===== config.mk =====
export PLATFORM = sky130hd
export DESIGN_NAME = upf_queue
export DESIGN_NICKNAME = d
export VERILOG_FILES = /design/src/rtl/upf_pkg.sv /design/src/rtl/upf_queue.sv
export SDC_FILE = /design/constraint.sdc
export NUM_CORES = 1
export LEC_CHECK = 0
export BUFFER_PORTS_ARGS = -buffer_cell sky130_fd_sc_hd__buf_2
export CORE_MARGIN = 8
export CORE_UTILIZATION = 35
export CTS_CLUSTER_DIAMETER = 100
export DETAILED_ROUTE_END_ITERATION = 8
export MAX_ROUTING_LAYER = met4
export PLACE_DENSITY_LB_ADDON = 0.3
export RECOVER_POWER = 25
export SLEW_MARGIN = 20
export SYNTH_ARGS = -nofsm -noshare
export SYNTH_HDL_FRONTEND = slang
export SYNTH_SLANG_ARGS = --single-unit

===== constraint.sdc =====
create_clock -name clock -period 1.73 [get_ports clock]
set_input_delay 0.346 -clock clock [delete_from_list [all_inputs] [get_ports clock]]
set_output_delay 0.346 -clock clock [all_outputs]
set_load 0.05 [all_outputs]

===== src/rtl/upf_pkg.sv =====
// ----------------------------------------------------------------------------
// upf_pkg
// Shared types and constants of the scanline unfilter: field widths, filter
// codes, register indexes and the result beat layout.
// ----------------------------------------------------------------------------
package upf_pkg;

   localparam int DEF_MAX_ROW_BYTES = 8192;
   localparam int DEF_MAX_CHANNELS  = 4;

   localparam int BYTE_W      = 8;
   localparam int FTYPE_W     = 3;
   localparam int ROW_BYTES_W = 14;
   localparam int BPP_W       = 3;
   localparam int CSR_INDEX_W = 1;
   localparam int CSR_DATA_W  = 14;

   localparam int CMD_QUEUE_DEPTH = 2;
   localparam int RSP_QUEUE_DEPTH = 2;

   localparam logic [ROW_BYTES_W-1:0] ROW_BYTES_RESET = ROW_BYTES_W'(1);
   localparam logic [BPP_W-1:0]       BPP_RESET       = BPP_W'(1);

   typedef enum logic [FTYPE_W-1:0] {
      FILT_NONE  = 3'd0,
      FILT_SUB   = 3'd1,
      FILT_UP    = 3'd2,
      FILT_AVG   = 3'd3,
      FILT_PAETH = 3'd4
   } filter_type_type;

   typedef enum logic [CSR_INDEX_W-1:0] {
      CSR_ROW_BYTES       = 1'b0,
      CSR_BYTES_PER_PIXEL = 1'b1
   } csr_index_type;

   typedef struct packed {
      logic                  wen;
      csr_index_type         idx;
      logic [CSR_DATA_W-1:0] data;
   } csr_beat_type;

   typedef struct packed {
      logic [BYTE_W-1:0] pixel_byte;
      logic              row_end;
   } rsp_beat_type;

endpackage


===== src/rtl/upf_queue.sv =====
// ----------------------------------------------------------------------------
// upf_queue
// Small register FIFO; push and pop may happen in the same cycle.
// ----------------------------------------------------------------------------
module upf_queue #(
   parameter int WIDTH = 8,
   parameter int DEPTH = 2
) (
   input  logic             clock,
   input  logic             reset,
   input  logic             push,
   input  logic [WIDTH-1:0] push_data,
   output logic             full,
   input  logic             pop,
   output logic [WIDTH-1:0] pop_data,
   output logic             empty
);
   import upf_pkg::*;

   localparam int PW = (DEPTH > 1) ? $clog2(DEPTH) : 1;
   localparam int CW = $clog2(DEPTH + 1);

   logic [WIDTH-1:0] store_ff [DEPTH];
   logic [PW-1:0]    wr_ptr_ff, wr_ptr_in;
   logic [PW-1:0]    rd_ptr_ff, rd_ptr_in;
   logic [CW-1:0]    count_ff, count_in;
   logic             do_push, do_pop;

   assign full     = (count_ff == CW'(DEPTH));
   assign empty    = (count_ff == '0);
   assign do_push  = push & ~full;
   assign do_pop   = pop & ~empty;
   assign pop_data = store_ff[rd_ptr_ff];

   always_comb begin
      wr_ptr_in = wr_ptr_ff;
      rd_ptr_in = rd_ptr_ff;
      count_in  = count_ff;
      if (do_push) begin
         wr_ptr_in = (wr_ptr_ff == PW'(DEPTH - 1)) ? '0 : wr_ptr_ff + PW'(1);
      end
      if (do_pop) begin
         rd_ptr_in = (rd_ptr_ff == PW'(DEPTH - 1)) ? '0 : rd_ptr_ff + PW'(1);
      end
      if (do_push && !do_pop) begin
         count_in = count_ff + CW'(1);
      end else if (do_pop && !do_push) begin
         count_in = count_ff - CW'(1);
      end
   end

   always_ff @(posedge clock) begin
      if (reset) begin
         wr_ptr_ff <= '0;
         rd_ptr_ff <= '0;
         count_ff  <= '0;
      end else begin
         wr_ptr_ff <= wr_ptr_in;
         rd_ptr_ff <= rd_ptr_in;
         count_ff  <= count_in;
      end
   end

   always_ff @(posedge clock) begin
      if (do_push) begin
         store_ff[wr_ptr_ff] <= push_data;
      end
   end

endmodule


==> impl_metrics.csv, run 1 <==
group,metric,value,unit
drt,routedWlPerCell,12.7,um
finish,fillerInstances,217,
clocking,cts_root_buf,"clkbuf_4",
setup_path,cp.arrival,1300,ps
power,ir_drop,0.928,mV
synthesis,yosysWarnings,0,
global_route,grt_pass1_vias,520,
clocking,clk_pin_slew,100,ps
clocking,cts_made_buffers,3,
global_route,antenna_found_initial,0,
clocking,clk-insertion-delay-late,290,ps
drt,drt-total-wl,1290,um
drt,met2_length,622,um
outcome,status,"complete, no violations",
setup_path,crit_buf_inv,1,
finish,syn_to_final_growth,20.8,%
timing,holdWs,239,ps
timing,hold_violations,0,
setup_path,cp_max_fo,8,
setup_path,crit_chain,"mux2_2 > buf_2",
placement,gp_congestion,0.641,
setup_path,slowest_stage,"dfxtp_2",
synthesis,avgSynthCellArea,15.9,um2
power,finalPower,1.60,mW
global_route,grt_overflow_total,0,
setup_path,start_kind,"register",
drt,drc,0,
clocking,cts_htree_levels,1,
synthesis,synth_seq_cells,21,
setup_path,max_stage_delay,450,ps
timing,min_period,1650,ps
clocking,cts_tree,"built",
clocking,cts_resized,1,
placement,dpl_cell_area,933,um2
clocking,cts.sinks,21,
drt,ant_nets,0,
synthesis,synthCells,50,
placement,io_buffers,21,
timing,grt_setup_unrepaired,"no",
floorplan,ios,22,
drt,met3_length,81,um
setup_path,endpoint_kind,"primary output",
timing,finalSetupViolations,0,
finish,stdcell_count,102,
power,p_leak,0.374,nW
finish,multiInputGateArea,205,um2
clocking,post_cts_buffers,0,
timing,setup_tns,0,ps
global_route,grt_use_total,0.0713,
timing,worst_slack,79.4,ps
finish,final_area,958,um2
drt,via_count,461,
synthesis,synth_top_cell_area_share,0.606,
setup_path,required,1380,ps
placement,placedCellCount,98,
timing,timing.fmax,606,MHz
synthesis,yosysSeqAreaShare,0.732,
floorplan,coreArea,2170,um2
drt,drt_pass1_iterations,2,
drt,met1_length,578,um
synthesis,yosys-top-cells-area,"edfxtp_1, dfxtp_1, mux2_2, xor2_1, nor2_1",
worst_hold_path,hold_class,"in2reg",
finish,regArea,582,um2
placement,dp_hpwl,992,um
floorplan,initial_utilization,0.366,
timing,tightest_slew,396,ps
floorplan,rows,17,
drt,drt_iter0_markers,4,
drt,top_layer,"met4",
timing,skew,2.52,ps
setup_path,crit_family,"flip-flops",
clocking,holdBufCountCts,0,
synthesis,syn_nets,63,
synthesis,yosysUniqueCellTypes,13,
power,power.density,1670,nW/um2
timing,final.period_utilization,0.954,
setup_path,path_class,"reg2out",
synthesis,synth_top_area_cell,"edfxtp_1",
floorplan,dieArea,4050,um2
finish,diodes,0,
placement,pre_cts_slack,154,ps
finish,num-nets-final,88,
synthesis,synth_area,793,um2
flow_run,maxCapViolations,0,
global_route,grt_first_pass_wirelength,2230,um
drt,vias_per_cell,4.52,
timing,slew-limit-headroom,0.736,
finish,drive_gt1_frac,0.432,
floorplan,die_width,63.6,um
clocking,clk_path_buf_depth,2,
finish,utilization,0.442,
timing,report.final.slew_viol_count,0,
floorplan,die_y,63.6,um
global_route,grt_max_degree,12,
==> final timing paths <==
path | startpoint | end | slack (ps) | depth (start not counted)
worst min register to register | wr_ptr_ff | wr_ptr_ff | 500 | 2
worst min-delay path | push_data[6] | store_ff[1][6] | 240 | 1
worst max register to register | count_ff[0] | count_ff[1] | 140 | 4
worst max-delay path | register | pop_data[3] | 80 | 2
==> Yosys cell counts (all sizes together) <==
library cell and number:
o21ai 3, buf 1, or3 2, and2 1, edfxtp 16, ha 1, nor2b 1, inv 2
a21oi 2, nor2 5, dfxtp 5, mux2 8, xor2 3
==> layout make-up <==
cell class | count | share of cell area
timing repair buffer | 21 | 0.107
inverter | 2 | 0.00783
sequential | 21 | 0.607
clock buffer | 4 | 0.0274
multi-input combinational | 26 | 0.214
tap | 28 | 0.0366
==> sequential cells by signal, summed over array words and instances (netlist names), named ones only <==
signal,count
rd_ptr_ff,1
store_ff,16
wr_ptr_ff,1
count_ff,2
==> placed cells by master (no fill, tap or decap) <==
| cell type | instances |
|---|---|
| inv_1 | 2 |
| clkbuf_1 | 2 |
| xor2_1 | 3 |
| buf_2 | 19 |
| dfxtp_1 | 4 |
| buf_1 | 1 |
| o21ai_0 | 3 |
| dfxtp_2 | 1 |
| mux2_2 | 8 |
| ha_1 | 1 |
| and2_1 | 1 |
| edfxtp_1 | 16 |
| nor2b_4 | 1 |
| nor2_1 | 5 |
| or3_1 | 2 |
| a21oi_1 | 2 |
| clkbuf_4 | 3 |
==> power breakdown <==
part           leakage (nW)  switching, mW  internal, mW
Sequential            0.191         0.0700         0.646
Combinational         0.168          0.461         0.206
Clock                0.0150          0.129        0.0895
==> cell families after synthesis <==
kind of cell | Yosys count | share of synthesized area
xor gates and xnor gates | 3 | 0.0331
DFF | 21 | 0.732
AOI/OAI and AO/OA | 5 | 0.0315
muxes | 8 | 0.114
buffers and inverters | 3 | 0.0158
adders and majority gates | 1 | 0.0158
and+or+nand+nor | 9 | 0.0584
==> layer usage <==
| metal | global-route usage | vias to the layer above |
|---|---|---|
| met1 | 0.0789 | 214 |
| met4 | 0.0418 | 0 |
| met5 | - | - |
| met2 | 0.105 | 14 |
| li1 | - | 231 |
| met3 | 0.0300 | 2 |
==> worst reg2reg max path, delay by kind of cell (launching register included) <==
kind,cells,cell delay [ps]
simple gates,1,370
fa+ha+maj,1,320
compound gates,2,450
flops,1,390
Note: power is estimated with default switching activity, not from simulation.
==> inputs of run 2 (changes only) <==
--- a/constraint.sdc
+++ b/constraint.sdc
@@ -3,2 +3,2 @@
 set_output_delay 0.346 -clock clock [all_outputs]
-set_load 0.05 [all_outputs]
+set_load 0.1 [all_outputs]
==> run 2 against run 1 <==
  * Via count shrank 3.3%
  * Final cell count is the same
  * Setup slack gained 8.7 ps
  * Count of clock-buffer cells in the layout is the same
  * Critical path depth is the same
  * First-iteration DRC count grew 75%
  * Sequential share of layout area shrank 1.5 points
  * Global-route usage shrank 0.083 points
  * Core utilization grew 1.3 points
==> impl_metrics.csv, run 2 (synthesis results as in run 1) <==
group,metric,value,unit
outcome,status,"complete, no violations",
floorplan,dieArea,4050,um2
drt,via_count,446,
setup_path,max_stage_delay,420,ps
clocking,clk-insertion-delay-late,290,ps
clocking,clk_pin_slew,100,ps
worst_hold_path,whs_path_depth,1,
floorplan,die_y,63.6,um
floorplan,ios,22,
clocking,cts_made_buffers,3,
clocking,cts_tree,"built",
finish,final_cell_mix,"edfxtp_1, buf_2, mux2_2, buf_4",
timing,slew-limit-headroom,0.677,
setup_path,slowest_stage,"dfxtp_4",
setup_path,path_class,"reg2out",
floorplan,die_width,63.6,um
drt,ant_nets,0,
finish,diodes,0,
drt,drt_pass1_iterations,3,
floorplan,rows,17,
finish,num-nets-final,88,
global_route,grt_overflow_total,0,
worst_hold_path,min_from,"push_data[1]",
timing,grt_setup_unrepaired,"no",
setup_path,crit_buf_inv,1,
clocking,clk_path_buf_depth,2,
drt,drt_iter0_markers,7,
setup_path,crit_chain,"mux2_2 > buf_4",
worst_hold_path,hold_class,"in2reg",
finish,largest_reg_flops,16,
timing,min_period,1640,ps
finish,fillerInstances,212,
setup_path,required,1380,ps
clocking,cts_htree_levels,1,
clocking,cts.sinks,21,
placement,io_buffers,21,
global_route,grt_max_degree,12,
drt,drc,0,
timing,final.period_utilization,0.949,
drt,routedWlPerCell,12.4,um
floorplan,coreArea,2170,um2
global_route,grt_pass1_vias,502,
global_route,grt_use_total,0.0705,
finish,syn_to_final_growth,24.4,%
finish,final_common_cell,"edfxtp_1",
timing,report.final.slew_viol_count,0,
setup_path,start_kind,"register",
timing,skew,2.49,ps
global_route,antenna_found_initial,0,
flow_run,maxCapViolations,0,
setup_path,worstRegToRegCells,4,
finish,drive_gt1_frac,0.459,
setup_path,cp.arrival,1300,ps
global_route,grt_first_pass_wirelength,2210,um
setup_path,endpoint_kind,"primary output",
placement,dp_hpwl,975,um
finish,regArea,584,um2
timing,timing.fmax,609,MHz
setup_path,reg2reg_from,"count_ff[0]",
timing,holdWs,242,ps
drt,drt-total-wl,1270,um
placement,gp_congestion,0.623,
drt,vias_per_cell,4.37,
finish,top_register,"store_ff",
clocking,holdBufCountCts,0,
floorplan,initial_utilization,0.366,
setup_path,cp_max_fo,8,
timing,tightest_slew,487,ps
timing,hold_violations,0,
clocking,cts_root_buf,"clkbuf_4",
finish,multiInputGateArea,208,um2
setup_path,regToRegSetupSlack,130,ps
setup_path,worstReg2RegEnd,"count_ff[1]",
setup_path,crit_family,"flip-flops",
worst_hold_path,whs_endpoint,"store_ff[1][1]",
finish,largestRegisters,"store_ff x16, count_ff x2",
timing,finalSetupViolations,0,
run 2: cell types whose count changed in the layout (fill, tap and decap cells not counted), sizes merged:
cell    delta
buf        -1
clkbuf     +1
run 2: repair_timing:
action / CTS / global route
setup endpoints to repair: 8 / 5
resized for setup: 9 / 2
setup buffers: 0 / 0
run 2: final cells by class:
class | instances | share of cell area
repair buffers | 21 | 0.128
inverters | 2 | 0.00760
multi-input cells | 26 | 0.210
well taps | 28 | 0.0355
clock buffers | 4 | 0.0266
flip-flops and latches | 21 | 0.592
run 2: routing by layer:
metal,part of all wire,vias up,GRT usage
met5,0,-,-
met4,0.0087,0,0.0418
met3,0.060,2,0.0300
met2,0.50,12,0.115
met1,0.43,204,0.0683
li1,-,228,-
run 2: worst reg2reg max path, delay by kind of cell, from the launching register on:
kind | cells | cell delay (ps)
and+or+nand+nor | 1 | 370
adders and majority gates | 1 | 350
DFF | 1 | 490
AOI/OAI and AO/OA | 2 | 320
run 2: stage by stage:
step / TNS [ps] / util / instance area (um2) / setup slack, ps / instances
detailed placement: 0 / 0.431 / 936 / 141 / 98
floorplan: -185 / - / 801 / -185 / 50
global placement: 0 / 0.431 / 936 / 170 / 98
CTS: 0 / 0.453 / 983 / 13.8 / 102
global route: 0 / 0.455 / 987 / 30.0 / 102
finish: 0 / 0.455 / 987 / 88.1 / 102
run 2: how the worst max path moves through the flow:
| stage | slack, ps | to | cells past startpoint |
|---|---|---|---|
| after floorplan | -180 | count_ff[1] | 5 |
| after global routing | 30 | count_ff[1] | 4 |
| final | 90 | pop_data[6] | 2 |
| after global placement | 170 | pop_data[1] | 2 |
| after detailed placement | 140 | count_ff[1] | 4 |
| after CTS | 10 | pop_data[6] | 2 |
Power of run 2 is left out: the tool's default activity adds up to more than one toggle a clock period on the data nets, which glitch-free logic cannot reach.
==> inputs of run 3 (changes only) <==
Settings changed: PLACE_DENSITY from default to 0.62, PLACE_DENSITY_LB_ADDON 0.3 to default.
==> run 3 against run 2 <==
  * Final area up 0.25%
  * Global-route usage down 0.30 points
  * Setup slack worse by 18 ps
  * Count of clock-buffer cells in the layout down 1
  * Sequential share of layout area down 0.15 points
  * Via count up 1.6%
  * Sequential cell count unchanged
  * Register-to-register slack worse by 20 ps
  * Final cell count unchanged
==> impl_metrics.csv, run 3 (synthesis results as in run 1) <==
group,metric,value,unit
clocking,cts_htree_levels,1,
finish,drive_gt1_frac,0.486,
flow_run,maxCapViolations,0,
floorplan,rows,17,
timing,final.period_utilization,0.959,
finish,fillerInstances,201,
finish,largest_reg_flops,16,
floorplan,ios,22,
drt,routedWlPerCell,12.4,um
timing,tightest_slew,487,ps
placement,dp_hpwl,945,um
drt,vias_per_cell,4.44,
timing,min_period,1660,ps
finish,syn_to_final_growth,24.8,%
clocking,clk_path_buf_depth,2,
drt,via_count,453,
timing,hold_violations,0,
global_route,grt_max_degree,13,
setup_path,regToRegSetupSlack,110,ps
timing,timing.fmax,603,MHz
finish,diodes,0,
timing,worst_slack,70.5,ps
timing,finalSetupViolations,0,
setup_path,path_class,"reg2out",
worst_hold_path,hold_class,"in2reg",
timing,slew-limit-headroom,0.678,
placement,placedCellCount,98,
global_route,antenna_found_initial,0,
timing,report.final.slew_viol_count,0,
floorplan,die_y,63.6,um
setup_path,crit_chain,"mux2_2 > buf_4",
drt,drt_pass1_iterations,4,
finish,regArea,584,um2
setup_path,slowest_stage,"dfxtp_4",
global_route,grt_overflow_total,0,
setup_path,required,1380,ps
finish,stdcell_count,102,
placement,gp_congestion,0.677,
placement,pre_cts_slack,125,ps
floorplan,dieArea,4050,um2
clocking,cts.sinks,21,
clocking,cts_root_buf,"clkbuf_4",
timing,grt_setup_unrepaired,"no",
drt,drt_iter0_markers,7,
timing,skew,1.35,ps
clocking,cts_made_buffers,3,
finish,final_common_cell,"edfxtp_1",
finish,final_cell_mix,"edfxtp_1, buf_2, mux2_2, buf_4",
finish,top_register,"store_ff",
clocking,post_cts_buffers,0,
global_route,grt_first_pass_wirelength,2090,um
setup_path,max_stage_delay,430,ps
drt,ant_nets,0,
finish,multiInputGateArea,208,um2
setup_path,cp_max_fo,8,
finish,largestRegisters,"store_ff x16, count_ff x2",
floorplan,initial_utilization,0.366,
floorplan,coreArea,2170,um2
outcome,status,"complete, no violations",
timing,holdWs,227,ps
clocking,clk_pin_slew,110,ps
drt,drc,0,
clocking,cts_tree,"built",
clocking,clk-insertion-delay-late,300,ps
floorplan,die_width,63.6,um
global_route,grt_pass1_vias,504,
finish,num-nets-final,88,
setup_path,endpoint_kind,"primary output",
drt,drt-total-wl,1270,um
setup_path,cp.arrival,1310,ps
clocking,holdBufCountCts,0,
global_route,grt_use_total,0.0676,
placement,io_buffers,21,
setup_path,start_kind,"register",
==> run 3: layer usage <==
| layer | vias up | wire length (um) | global-route usage |
|---|---|---|---|
| met3 | 4 | 81 | 0.0283 |
| li1 | 228 | - | - |
| met4 | 0 | 24 | 0.0418 |
| met5 | - | 0 | - |
| met1 | 203 | 592 | 0.0725 |
| met2 | 18 | 567 | 0.101 |
==> run 3: cell type report <==
cell class	instances	share of cell area
well taps	28	0.0354
flip-flops and latches	21	0.590
clock buffers	3	0.0228
multi-input cells	26	0.210
inverters	2	0.00759
clock inverters	1	0.00506
repair buffers	21	0.129
==> run 3: per-stage QoR <==
| stage | setup TNS, ps | cell area, um2 | utilization |
|---|---|---|---|
| after global placement | 0 | 936 | 0.431 |
| after floorplan | -185 | 801 | - |
| after global routing | 0 | 990 | 0.456 |
| final | 0 | 990 | 0.456 |
| after detailed placement | 0 | 936 | 0.431 |
| after CTS | 0 | 975 | 0.449 |
==> run 3: final timing paths <==
kind	from	end	cells after the start
max	register	pop_data[2]	2
min	push_data[5]	store_ff[0][5]	1
max reg2reg	count_ff[0]	count_ff[1]	4
min reg2reg	wr_ptr_ff	wr_ptr_ff	2
==> run 3: worst max-delay path: cells and delay by family (launching register included) <==
family | cells | cell delay (ps)
buffers and inverters | 1 | 230
DFF | 1 | 430
muxes | 1 | 350
==> run 3: repair_timing <==
action,CTS,global route
pin swaps,0,0
gates resized for setup,5,11
endpoints found under the setup margin,8,6
Power of run 3 is left out for the same reason.
