### src/rtl/upf_pkg.sv
// ----------------------------------------------------------------------------
// upf_pkg
// Shared types and constants of the scanline unfilter: field widths, filter
// codes, register indexes and the result beat layout.
// ----------------------------------------------------------------------------
package upf_pkg;

   localparam int DEF_MAX_ROW_BYTES = 8192;
   localparam int DEF_MAX_CHANNELS  = 4;

   localparam int BYTE_W      = 8;
   localparam int FTYPE_W     = 3;
   localparam int ROW_BYTES_W = 14;
   localparam int BPP_W       = 3;
   localparam int CSR_INDEX_W = 1;
   localparam int CSR_DATA_W  = 14;

   localparam int CMD_QUEUE_DEPTH = 2;
   localparam int RSP_QUEUE_DEPTH = 2;

   localparam logic [ROW_BYTES_W-1:0] ROW_BYTES_RESET = ROW_BYTES_W'(1);
   localparam logic [BPP_W-1:0]       BPP_RESET       = BPP_W'(1);

   typedef enum logic [FTYPE_W-1:0] {
      FILT_NONE  = 3'd0,
      FILT_SUB   = 3'd1,
      FILT_UP    = 3'd2,
      FILT_AVG   = 3'd3,
      FILT_PAETH = 3'd4
   } filter_type_type;

   typedef enum logic [CSR_INDEX_W-1:0] {
      CSR_ROW_BYTES       = 1'b0,
      CSR_BYTES_PER_PIXEL = 1'b1
   } csr_index_type;

   typedef struct packed {
      logic                  wen;
      csr_index_type         idx;
      logic [CSR_DATA_W-1:0] data;
   } csr_beat_type;

   typedef struct packed {
      logic [BYTE_W-1:0] pixel_byte;
      logic              row_end;
   } rsp_beat_type;

endpackage

### src/rtl/upf_front.sv
// ----------------------------------------------------------------------------
// upf_front
// Front end: holds the registers, tracks column, channel and first row, and
// classifies every accepted byte into a command beat for the back end.
// ----------------------------------------------------------------------------
module upf_front #(
   parameter int   MAX_ROW_BYTES = upf_pkg::DEF_MAX_ROW_BYTES,
   parameter int   MAX_CHANNELS  = upf_pkg::DEF_MAX_CHANNELS,
   localparam int  AW  = (MAX_ROW_BYTES > 1) ? $clog2(MAX_ROW_BYTES) : 1,
   localparam int  CHW = (MAX_CHANNELS > 1) ? $clog2(MAX_CHANNELS) : 1,
   localparam int  CMD_W = upf_pkg::BYTE_W + upf_pkg::FTYPE_W + 3 + CHW + AW
) (
   input  logic                                clock,
   input  logic                                reset,
   input  upf_pkg::csr_beat_type               csr,
   input  logic                                accept,
   input  logic [upf_pkg::BYTE_W-1:0]          filtered_byte,
   input  logic [upf_pkg::FTYPE_W-1:0]         filter_type,
   input  logic                                frame_start,
   output logic [CMD_W-1:0]                    cmd_data
);
   import upf_pkg::*;

   localparam int LW   = $clog2(MAX_ROW_BYTES + 1);
   localparam int XW   = (LW > ROW_BYTES_W) ? LW : ROW_BYTES_W;
   localparam int BQ   = $clog2(MAX_CHANNELS + 1);
   localparam int BW   = (BQ > BPP_W) ? BQ : BPP_W;

   typedef struct packed {
      logic [BYTE_W-1:0]  fbyte;
      logic [FTYPE_W-1:0] ftype;
      logic               first_row;
      logic               first_pixel;
      logic               last;
      logic [CHW-1:0]     ch;
      logic [AW-1:0]      col;
   } cmd_type;

   logic [ROW_BYTES_W-1:0] row_bytes_ff, row_bytes_in;
   logic [BPP_W-1:0]       bpp_ff, bpp_in;
   logic [AW-1:0]          column_ff, column_in;
   logic                   first_row_ff, first_row_in;
   logic [CHW-1:0]         mod_ff [MAX_CHANNELS];
   logic [CHW-1:0]         mod_in [MAX_CHANNELS];
   logic [CHW-1:0]         mod_cur [MAX_CHANNELS];

   logic [XW-1:0]  row_x, len_eff;
   logic [BW-1:0]  bpp_x, bpp_eff, bpp_m1;
   logic [AW-1:0]  col_cur;
   logic [XW-1:0]  col_x, col_next_x;
   logic           first_row_cur;
   logic           first_pixel;
   logic           last;
   logic [CHW-1:0] ch;
   cmd_type        cmd;

   // register writes
   always_comb begin
      row_bytes_in = row_bytes_ff;
      bpp_in       = bpp_ff;
      if (csr.wen) begin
         unique case (csr.idx)
            CSR_ROW_BYTES:       row_bytes_in = csr.data[ROW_BYTES_W-1:0];
            CSR_BYTES_PER_PIXEL: bpp_in       = csr.data[BPP_W-1:0];
            default:             row_bytes_in = row_bytes_ff;
         endcase
      end
   end

   // effective row length and channel count, zero as one, saturated at the top
   always_comb begin
      row_x   = XW'(row_bytes_ff);
      len_eff = (row_x == '0) ? XW'(1) :
                (row_x > XW'(MAX_ROW_BYTES)) ? XW'(MAX_ROW_BYTES) : row_x;
      bpp_x   = BW'(bpp_ff);
      bpp_eff = (bpp_x == '0) ? BW'(1) :
                (bpp_x > BW'(MAX_CHANNELS)) ? BW'(MAX_CHANNELS) : bpp_x;
      bpp_m1  = bpp_eff - BW'(1);
   end

   // position of this byte
   always_comb begin
      col_cur       = frame_start ? '0 : column_ff;
      first_row_cur = frame_start | first_row_ff;
      for (int k = 0; k < MAX_CHANNELS; k++) begin
         mod_cur[k] = frame_start ? '0 : mod_ff[k];
      end
      ch          = mod_cur[bpp_m1[CHW-1:0]];
      col_x       = XW'(col_cur);
      col_next_x  = col_x + XW'(1);
      first_pixel = (col_x < XW'(bpp_eff));
      last        = (col_next_x >= len_eff);
   end

   // column and per-count channel counters (mod_ff[k] runs modulo k+1)
   always_comb begin
      column_in    = column_ff;
      first_row_in = first_row_ff;
      for (int k = 0; k < MAX_CHANNELS; k++) begin
         mod_in[k] = mod_ff[k];
      end
      if (accept) begin
         if (last) begin
            column_in    = '0;
            first_row_in = 1'b0;
            for (int k = 0; k < MAX_CHANNELS; k++) begin
               mod_in[k] = '0;
            end
         end else begin
            column_in    = col_cur + AW'(1);
            first_row_in = first_row_cur;
            for (int k = 0; k < MAX_CHANNELS; k++) begin
               mod_in[k] = (mod_cur[k] == CHW'(k)) ? '0 : mod_cur[k] + CHW'(1);
            end
         end
      end
   end

   always_ff @(posedge clock) begin
      if (reset) begin
         row_bytes_ff <= ROW_BYTES_RESET;
         bpp_ff       <= BPP_RESET;
         column_ff    <= '0;
         first_row_ff <= 1'b1;
         for (int k = 0; k < MAX_CHANNELS; k++) begin
            mod_ff[k] <= '0;
         end
      end else begin
         row_bytes_ff <= row_bytes_in;
         bpp_ff       <= bpp_in;
         column_ff    <= column_in;
         first_row_ff <= first_row_in;
         for (int k = 0; k < MAX_CHANNELS; k++) begin
            mod_ff[k] <= mod_in[k];
         end
      end
   end

   always_comb begin
      cmd.fbyte       = filtered_byte;
      cmd.ftype       = filter_type;
      cmd.first_row   = first_row_cur;
      cmd.first_pixel = first_pixel;
      cmd.last        = last;
      cmd.ch          = ch;
      cmd.col         = col_cur;
      cmd_data        = cmd;
   end

endmodule

### config.mk
export PLATFORM = sky130hd
export DESIGN_NAME = upf_front
export DESIGN_NICKNAME = d
export VERILOG_FILES = /design/src/rtl/upf_pkg.sv /design/src/rtl/upf_front.sv
export SDC_FILE = /design/constraint.sdc
export NUM_CORES = 1
export LEC_CHECK = 0
export ABC_CLOCK_PERIOD_IN_PS = 8950
export BUFFER_PORTS_ARGS = -buffer_cell sky130_fd_sc_hd__buf_4
export CAP_MARGIN = 40
export CORE_ASPECT_RATIO = 0.8
export CORE_MARGIN = 4
export CORE_UTILIZATION = 59
export CTS_BUF_LIST = sky130_fd_sc_hd__clkbuf_8
export CTS_CLUSTER_SIZE = 28
export DETAILED_ROUTE_END_ITERATION = 10
export PLACE_DENSITY = 0.92
export SYNTH_ARGS = -nofsm -noshare
export SYNTH_HDL_FRONTEND = slang
export SYNTH_SLANG_ARGS = --single-unit
### constraint.sdc
create_clock -name clock -period 8.95 [get_ports clock]
set_input_delay 1.79 -clock clock [delete_from_list [all_inputs] [get_ports clock]]
set_output_delay 1.79 -clock clock [all_outputs]
set_load 0.05 [all_outputs]
==> flow_metrics.py, run 1 <==
metrics = {
    "status": {
        "status": "finished, final reports clean",
    },
    "floorplan": {
        "ios": 60,
        "fp-row-count": 20,
        "dieArea_um2": 5120,
        "die_height_um": 64.81,
        "die_w_um": 79.01,
        "core_area_um2": 3854,
        "start_util_pct": 61.75,
    },
    "sta": {
        "fin_crit_ps": 6654,
        "rsz0062_at_grt": "no",
        "worst_slew_pin_slew_ps": 859.4,
        "fin_hold_ws_ps": 471.3,
        "fin_setup_tns_ps": 0,
        "fmax_ghz": 0.1503,
        "finalMaxSlewViolations": 0,
        "finalCritPeriodShare_pct": 74.35,
        "finalHoldViolCount": 0,
        "finalClockSkew_ps": 5.655,
        "setup_violations": 0,
        "max-slew-margin-rel_pct": 42.59,
    },
    "global_route": {
        "grt_max_degree": 31,
        "use_met2_pct": 32.56,
        "overflow": 0,
        "track_usage_pct": 20.74,
        "grt_pass1_vias": 1884,
        "antenna_found_initial": 0,
        "met3_usage_pct": 5.417,
        "use_met1_pct": 28.16,
        "busiest_layer": "met2",
        "grt_pass1_wl_um": 8549,
    },
    "detailed_routing": {
        "wl_um": 5081,
        "routedWlPerCell_um": 13.73,
        "num_vias": 2072,
        "first_pass_iters": 4,
        "drtAntennaViolNets": 0,
        "via_per_inst": 5.600,
        "drc": 0,
        "drt_iter0_markers": 186,
    },
    "synth": {
        "synth_area_um2": 2380,
        "synth_nets": 345,
        "ys.flop_type": "dfxtp_1",
        "ys_ff_latch": 39,
        "synthTopCellsByArea": "dfxtp_1, ha_1, nand2_1",
        "synth_cell_types": 44,
        "ys_seq_area_share_pct": 32.81,
        "synthCells": 296,
        "synth_async_sr_flop_share_pct": 0,
        "yosysWarnings": 0,
        "netlist.area_leader.share_pct": 32.81,
        "synth_edf_count": 0,
        "yosysTopAreaCell": "dfxtp_1",
        "syn_area_per_cell_um2": 8.040,
    },
    "finish": {
        "seqCellArea_um2": 780.7,
        "multi_input_area_um2": 1416,
        "final_area_um2": 2678,
        "drive_above_1_share_pct": 17.14,
        "fillers": 348,
        "antenna_cells": 0,
        "nets": 363,
        "area_delta_synth_final_pct": 12.51,
    },
    "clock_network": {
        "hold_buffers": 0,
        "clk_path_buf_depth": 2,
        "cts_max_level": 2,
        "clk-insertion-delay-late_ps": 290,
        "post-cts-setup-buffers": 0,
        "cts-buffers-inserted": 5,
        "cts_resized": 0,
        "cts_tree": "done",
        "clkSinkCount": 39,
        "cts_root_buf": "clkbuf_8",
        "path_clk_slew_ps": 70,
    },
    "place": {
        "gp_congestion": 0.8112,
        "hpwl_um": 3875,
        "dpl_cell_area_um2": 2577,
        "portBuffers": 37,
    },
    "pwr": {
        "p_sw_uw": 106.3,
        "combPwrFrac_pct": 16.9,
        "power_density_nw_per_um2": 142.7,
        "ir_worst_vdd_v": 0.0001377,
        "clkPwrFrac_pct": 34.0,
        "leakage_uw": 0.001139,
        "internal-power_uw": 275.7,
        "p_seq_share_pct": 49.1,
        "switching_share_pct": 27.83,
    },
    "critical_path": {
        "cp-start-kind": "input port",
        "r2r_slack_ps": 5520,
        "max_stage_delay_ps": 490,
        "critPathRequiredTime_ps": 7160,
        "crit_type": "in2out",
        "path_buf_inv": 2,
        "path_cells": "buf_4 > nor2b_1 > ha_1 > nand4_1 > nor3b_2 > nand3_1 > xor2_1 > nor2_1 > ha_1 > nand2_1 > o21ai_1 > a41oi_1 > o31ai_4 > buf_4",
        "cp_top_family": "simple AND/OR/NAND/NOR gates",
        "path_max_fanout": 30,
        "crit_slowest_cell": "o31ai_4",
        "crit_path_end_kind": "primary output",
        "crit_arrival_ps": 4860,
    },
    "worst_hold_path": {
        "hold_path_class": "reg2reg",
    },
    "flow_run": {
        "max-cap-violations": 0,
    },
}
## final timing paths
check | end | cells past startpoint | start
worst max-delay path | cmd_data[15] | 14 | frame_start
worst min-delay path | column_ff[11] | 1 | column_ff[11]
worst max register to register | mod_ff[2][1] | 13 | column_ff[0]
worst min register to register | column_ff[11] | 1 | column_ff[11]
## per-stage QoR
step | total power [uW] | setup WS, ps | utilization (%) | cells
after floorplan | 251.6 | 1635 | - | 296
after global placement | 253.1 | 2471 | 66.69 | 361
after detailed placement | 255.4 | 2343 | 66.88 | 362
after CTS | 382.7 | 2349 | 69.48 | 370
after global routing | 398.0 | 2121 | 69.48 | 370
final | 382.0 | 2296 | 69.48 | 370
## power by group through the flow
stage	logic, uW	registers, uW	clock network [uW]
after floorplan	62.6	189	0
after CTS	64.5	187	131
final	64.7	187	130
after global routing	71.5	188	138
after global placement	62.6	190	0
after detailed placement	64.2	191	0
## layer usage
metal / wire length, um / up-vias
met3: 373 / 12
met5: 0 / -
met4: 67 / 0
met2: 2169 / 75
met1: 2470 / 938
li1: - / 1047
## registers in the layout, summed over array words and instances, names as in the netlist
| name | cells |
|---|---|
| row_bytes_ff | 14 |
| first_row_ff | 1 |
| mod_ff | 8 |
| column_ff | 13 |
| bpp_ff | 3 |
## cells by family after synthesis
kind of cell    count (synthesis)  synth area share [%]
compound gates                 64                 18.14
xor+xnor                       10                 3.680
fa+ha+maj                      18                 9.464
buf+inv                        34                 7.676
flops                          39                 32.81
mux                             2                0.8413
simple gates                  129                 27.39
## cell type report
type / instances / share of cell area [%]
clock buffer: 7 / 3.598
clock inverter: 1 / 0.1402
inverter: 7 / 0.9813
multi-input combinational: 223 / 52.90
sequential: 39 / 29.16
tap: 55 / 2.570
timing repair buffer: 38 / 10.65
## cell usage after synthesis (5+ instances only)
cell      number
xnor2_1        5
nand2_1       57
xor2_1         5
nand3_1        8
nor2b_1       17
ha_1          18
inv_1          7
clkbuf_1      10
o21ai_1        7
a21oi_1       29
nand2b_1       6
nor2_1        15
buf_4         14
dfxtp_1       39
a22o_1        10
## cell usage in the layout (no fill, tap or decap), types with 2 or more instances in the layout
master,Yosys,routed
a21oi_1,29,29
a211oi_1,2,2
nor4_1,4,4
a211o_1,3,3
buf_4,14,38
nand4_1,4,4
nor2_1,15,15
o21ai_0,2,2
xnor2_1,5,5
nand3b_1,2,2
nor3_2,2,2
and4_1,2,2
nor3_1,2,2
ha_1,18,18
dfxtp_1,39,39
inv_1,7,8
a21o_1,2,2
xor2_1,5,5
o21ai_1,7,7
o31a_1,2,2
nand2_1,57,57
a22o_1,10,10
nand2b_1,6,6
clkbuf_8,0,7
and3_1,3,3
mux2i_1,2,2
nor2b_1,17,17
nand3_1,8,8
(Power assumes the default switching activity.)
==> run 2: changes to the inputs <==
ABC_AREA = 1   (was not set)
ABC_CLOCK_PERIOD_IN_PS = 5780   (was 8950)
CORE_UTILIZATION = 51   (was 59)
PLACE_DENSITY = 0.83   (was 0.92)
clock period = 5.78 ns   (was 8.95 ns; I/O delays follow)
==> run 2 against run 1 <==
Net effect: non-clock buffer count rose by 1; global-route usage fell by 1.9 points; final cell count rose by 32%; total power rose by 59%; sequential power rose by 56%; clock power rose by 35%; wire length rose by 23%; final area rose by 14%; sequential cell count did not move; clock skew barely moved.
==> flow_metrics.py, run 2 <==
metrics = {
    "status": {
        "status": "finished, final reports clean",
    },
    "detailed_routing": {
        "drc": 0,
        "drt_iter0_markers": 245,
        "via_per_inst": 5.236,
        "first_pass_iters": 7,
        "drtAntennaViolNets": 0,
        "num_vias": 2550,
        "routedWlPerCell_um": 12.86,
        "wl_um": 6262,
    },
    "sta": {
        "finalHoldViolCount": 0,
        "fmax_ghz": 0.2035,
        "rsz0062_at_grt": "no",
        "setup_violations": 0,
        "finalClockSkew_ps": 5.290,
        "finalMaxSlewViolations": 0,
        "worst_slew_pin_slew_ps": 703.5,
        "fin_setup_tns_ps": 0,
        "finalCritPeriodShare_pct": 85.01,
        "fin_crit_ps": 4914,
        "max-slew-margin-rel_pct": 53.05,
    },
    "worst_hold_path": {
        "min_from": "mod_ff[0][1]",
        "hold_path_class": "reg2reg",
    },
    "clock_network": {
        "hold_buffers": 0,
        "clk-insertion-delay-late_ps": 290,
        "cts_max_level": 2,
        "post-cts-setup-buffers": 0,
        "cts-buffers-inserted": 5,
        "cts_tree": "done",
        "cts_root_buf": "clkbuf_8",
        "clkSinkCount": 39,
        "path_clk_slew_ps": 80,
        "cts_resized": 0,
        "clk_path_buf_depth": 2,
    },
    "synth": {
        "ys.flop_type": "dfxtp_1",
        "ys_top_cells_by_count": "nand2_1, nor2_1, inv_1",
        "yosysWarnings": 0,
        "synth_async_sr_flop_share_pct": 0,
        "yosysTopAreaCell": "dfxtp_1",
        "netlist.area_leader.share_pct": 27.84,
        "ys_ff_latch": 39,
        "post-synth-top-count-cell": "nand2_1",
        "syn_area_per_cell_um2": 6.889,
        "ys_seq_area_share_pct": 27.84,
        "synth_area_um2": 2804,
        "synthCells": 407,
        "synth_nets": 456,
        "synth_edf_count": 0,
        "synth_cell_types": 36,
        "synthTopCellsByArea": "dfxtp_1, nand2_1, ha_1",
    },
    "floorplan": {
        "die_w_um": 90.90,
        "core_area_um2": 5151,
        "fp-row-count": 23,
        "ios": 60,
        "dieArea_um2": 6756,
        "die_height_um": 74.32,
        "start_util_pct": 54.43,
    },
    "finish": {
        "drive_above_1_share_pct": 18.59,
        "area_delta_synth_final_pct": 8.434,
        "antenna_cells": 0,
        "most-common-layout-cells": "nand2_1, nor2_1, inv_1, dfxtp_1, buf_4",
        "nets": 473,
        "reg_top3": "row_bytes_ff: 14 flops, column_ff: 13 flops, mod_ff: 8 flops",
        "largest_register": "row_bytes_ff",
        "final_core_util_pct": 59.02,
        "fillers": 505,
        "largest_reg_flops": 14,
        "layout_commonest_cell": "nand2_1",
    },
    "global_route": {
        "grt_pass1_vias": 2338,
        "grt_max_degree": 24,
        "overflow": 0,
        "grt_pass1_wl_um": 10450,
        "antenna_found_initial": 0,
        "track_usage_pct": 18.86,
    },
    "pwr": {
        "power_density_nw_per_um2": 199.4,
        "leakage_uw": 0.001492,
        "ir_worst_vdd_v": 0.0001440,
    },
    "place": {
        "portBuffers": 37,
        "hpwl_um": 4782,
        "gp_congestion": 0.8937,
    },
    "critical_path": {
        "critPathRequiredTime_ps": 4620,
        "cp-startpoint": "frame_start",
        "path_max_fanout": 23,
        "crit_arrival_ps": 3760,
        "cp-start-kind": "input port",
        "crit_path_end_kind": "primary output",
        "timing.rr.start": "row_bytes_ff[2]",
        "crit_type": "in2out",
    },
    "flow_run": {
        "max-cap-violations": 0,
    },
}
## run 2: cell types whose count changed after synthesis, moves of 5 or more
cell,previous run,this run
o21ai_0,2,19
a22o_1,10,0
nand2_1,57,97
nand3_2,0,5
o21ai_1,7,0
nor2b_1,17,0
xnor2_1,5,0
nor2_1,15,45
nand3_1,8,31
nand2b_1,6,0
inv_2,0,7
nor2_4,0,6
inv_1,7,42
## run 2: per-stage QoR
step	hold WS, ps	setup WS, ps	std cells	power (uW)	cell area [um2]
detailed placement	462.7	874.7	479	434.9	2959
finish	477.5	866.2	487	606.4	3040
floorplan	434.5	551.1	407	426.8	2804
global route	481.9	622.0	487	640.7	3040
global placement	454.8	961.8	478	431.3	2954
CTS	474.4	873.2	487	610.7	3040
## run 2: logic make-up after synthesis
group	after synthesis	share of synthesized area (%)
adders and majority gates	18	8.032
and+or+nand+nor	208	36.32
AOI/OAI and AO/OA	58	11.42
buffers and inverters	79	14.55
DFF	39	27.84
xor gates and xnor gates	5	1.830
## run 2: area by class of cell
| class | count | area (um2) | share of cell area, % |
|---|---|---|---|
| multi-input cells | 289 | 1615 | 53.13 |
| flip-flops and latches | 39 | 780.7 | 25.68 |
| repair buffers | 39 | 290.3 | 9.547 |
| inverters | 50 | 195.2 | 6.420 |
| well taps | 62 | 77.57 | 2.551 |
| clock buffers | 5 | 68.82 | 2.263 |
| clock inverters | 3 | 12.51 | 0.4115 |
## run 2: power breakdown
group	internal (uW)	switching, uW
clock	81.2	95.1
combinational	46.6	91.5
sequential	282	10.3
## run 2: layer usage
metal / GRT usage, % / part of all wire [%] / vias to the layer above
li1: - / - / 1331
met1: 25.75 / 48 / 1120
met2: 30.16 / 42 / 92
met3: 4.449 / 9.0 / 7
met4: 5.518 / 0.89 / 0
met5: 0 / 0 / -
## run 2: worst max-delay path, cell delays in order
cell     delay (ps)
buf_4           200
inv_8           170
nand2_2          80
inv_2            90
ha_1            200
nand3_2         120
inv_1           170
nand3_1          90
nand2_1          60
nand2_1          60
ha_1            280
nand2_1          70
inv_1            50
nand2_1          60
nor2_1          130
inv_1            60
nor2_1          180
nor2_4           50
buf_4           220
inv_1            70
buf_4           190
## run 2: worst paths after layout
kind,end,depth (start not counted),slack (ps)
hold reg to reg,mod_ff[0][1],2,480
setup reg to reg,column_ff[4],16,2960
hold / removal,mod_ff[0][1],2,480
setup / recovery,cmd_data[15],21,870
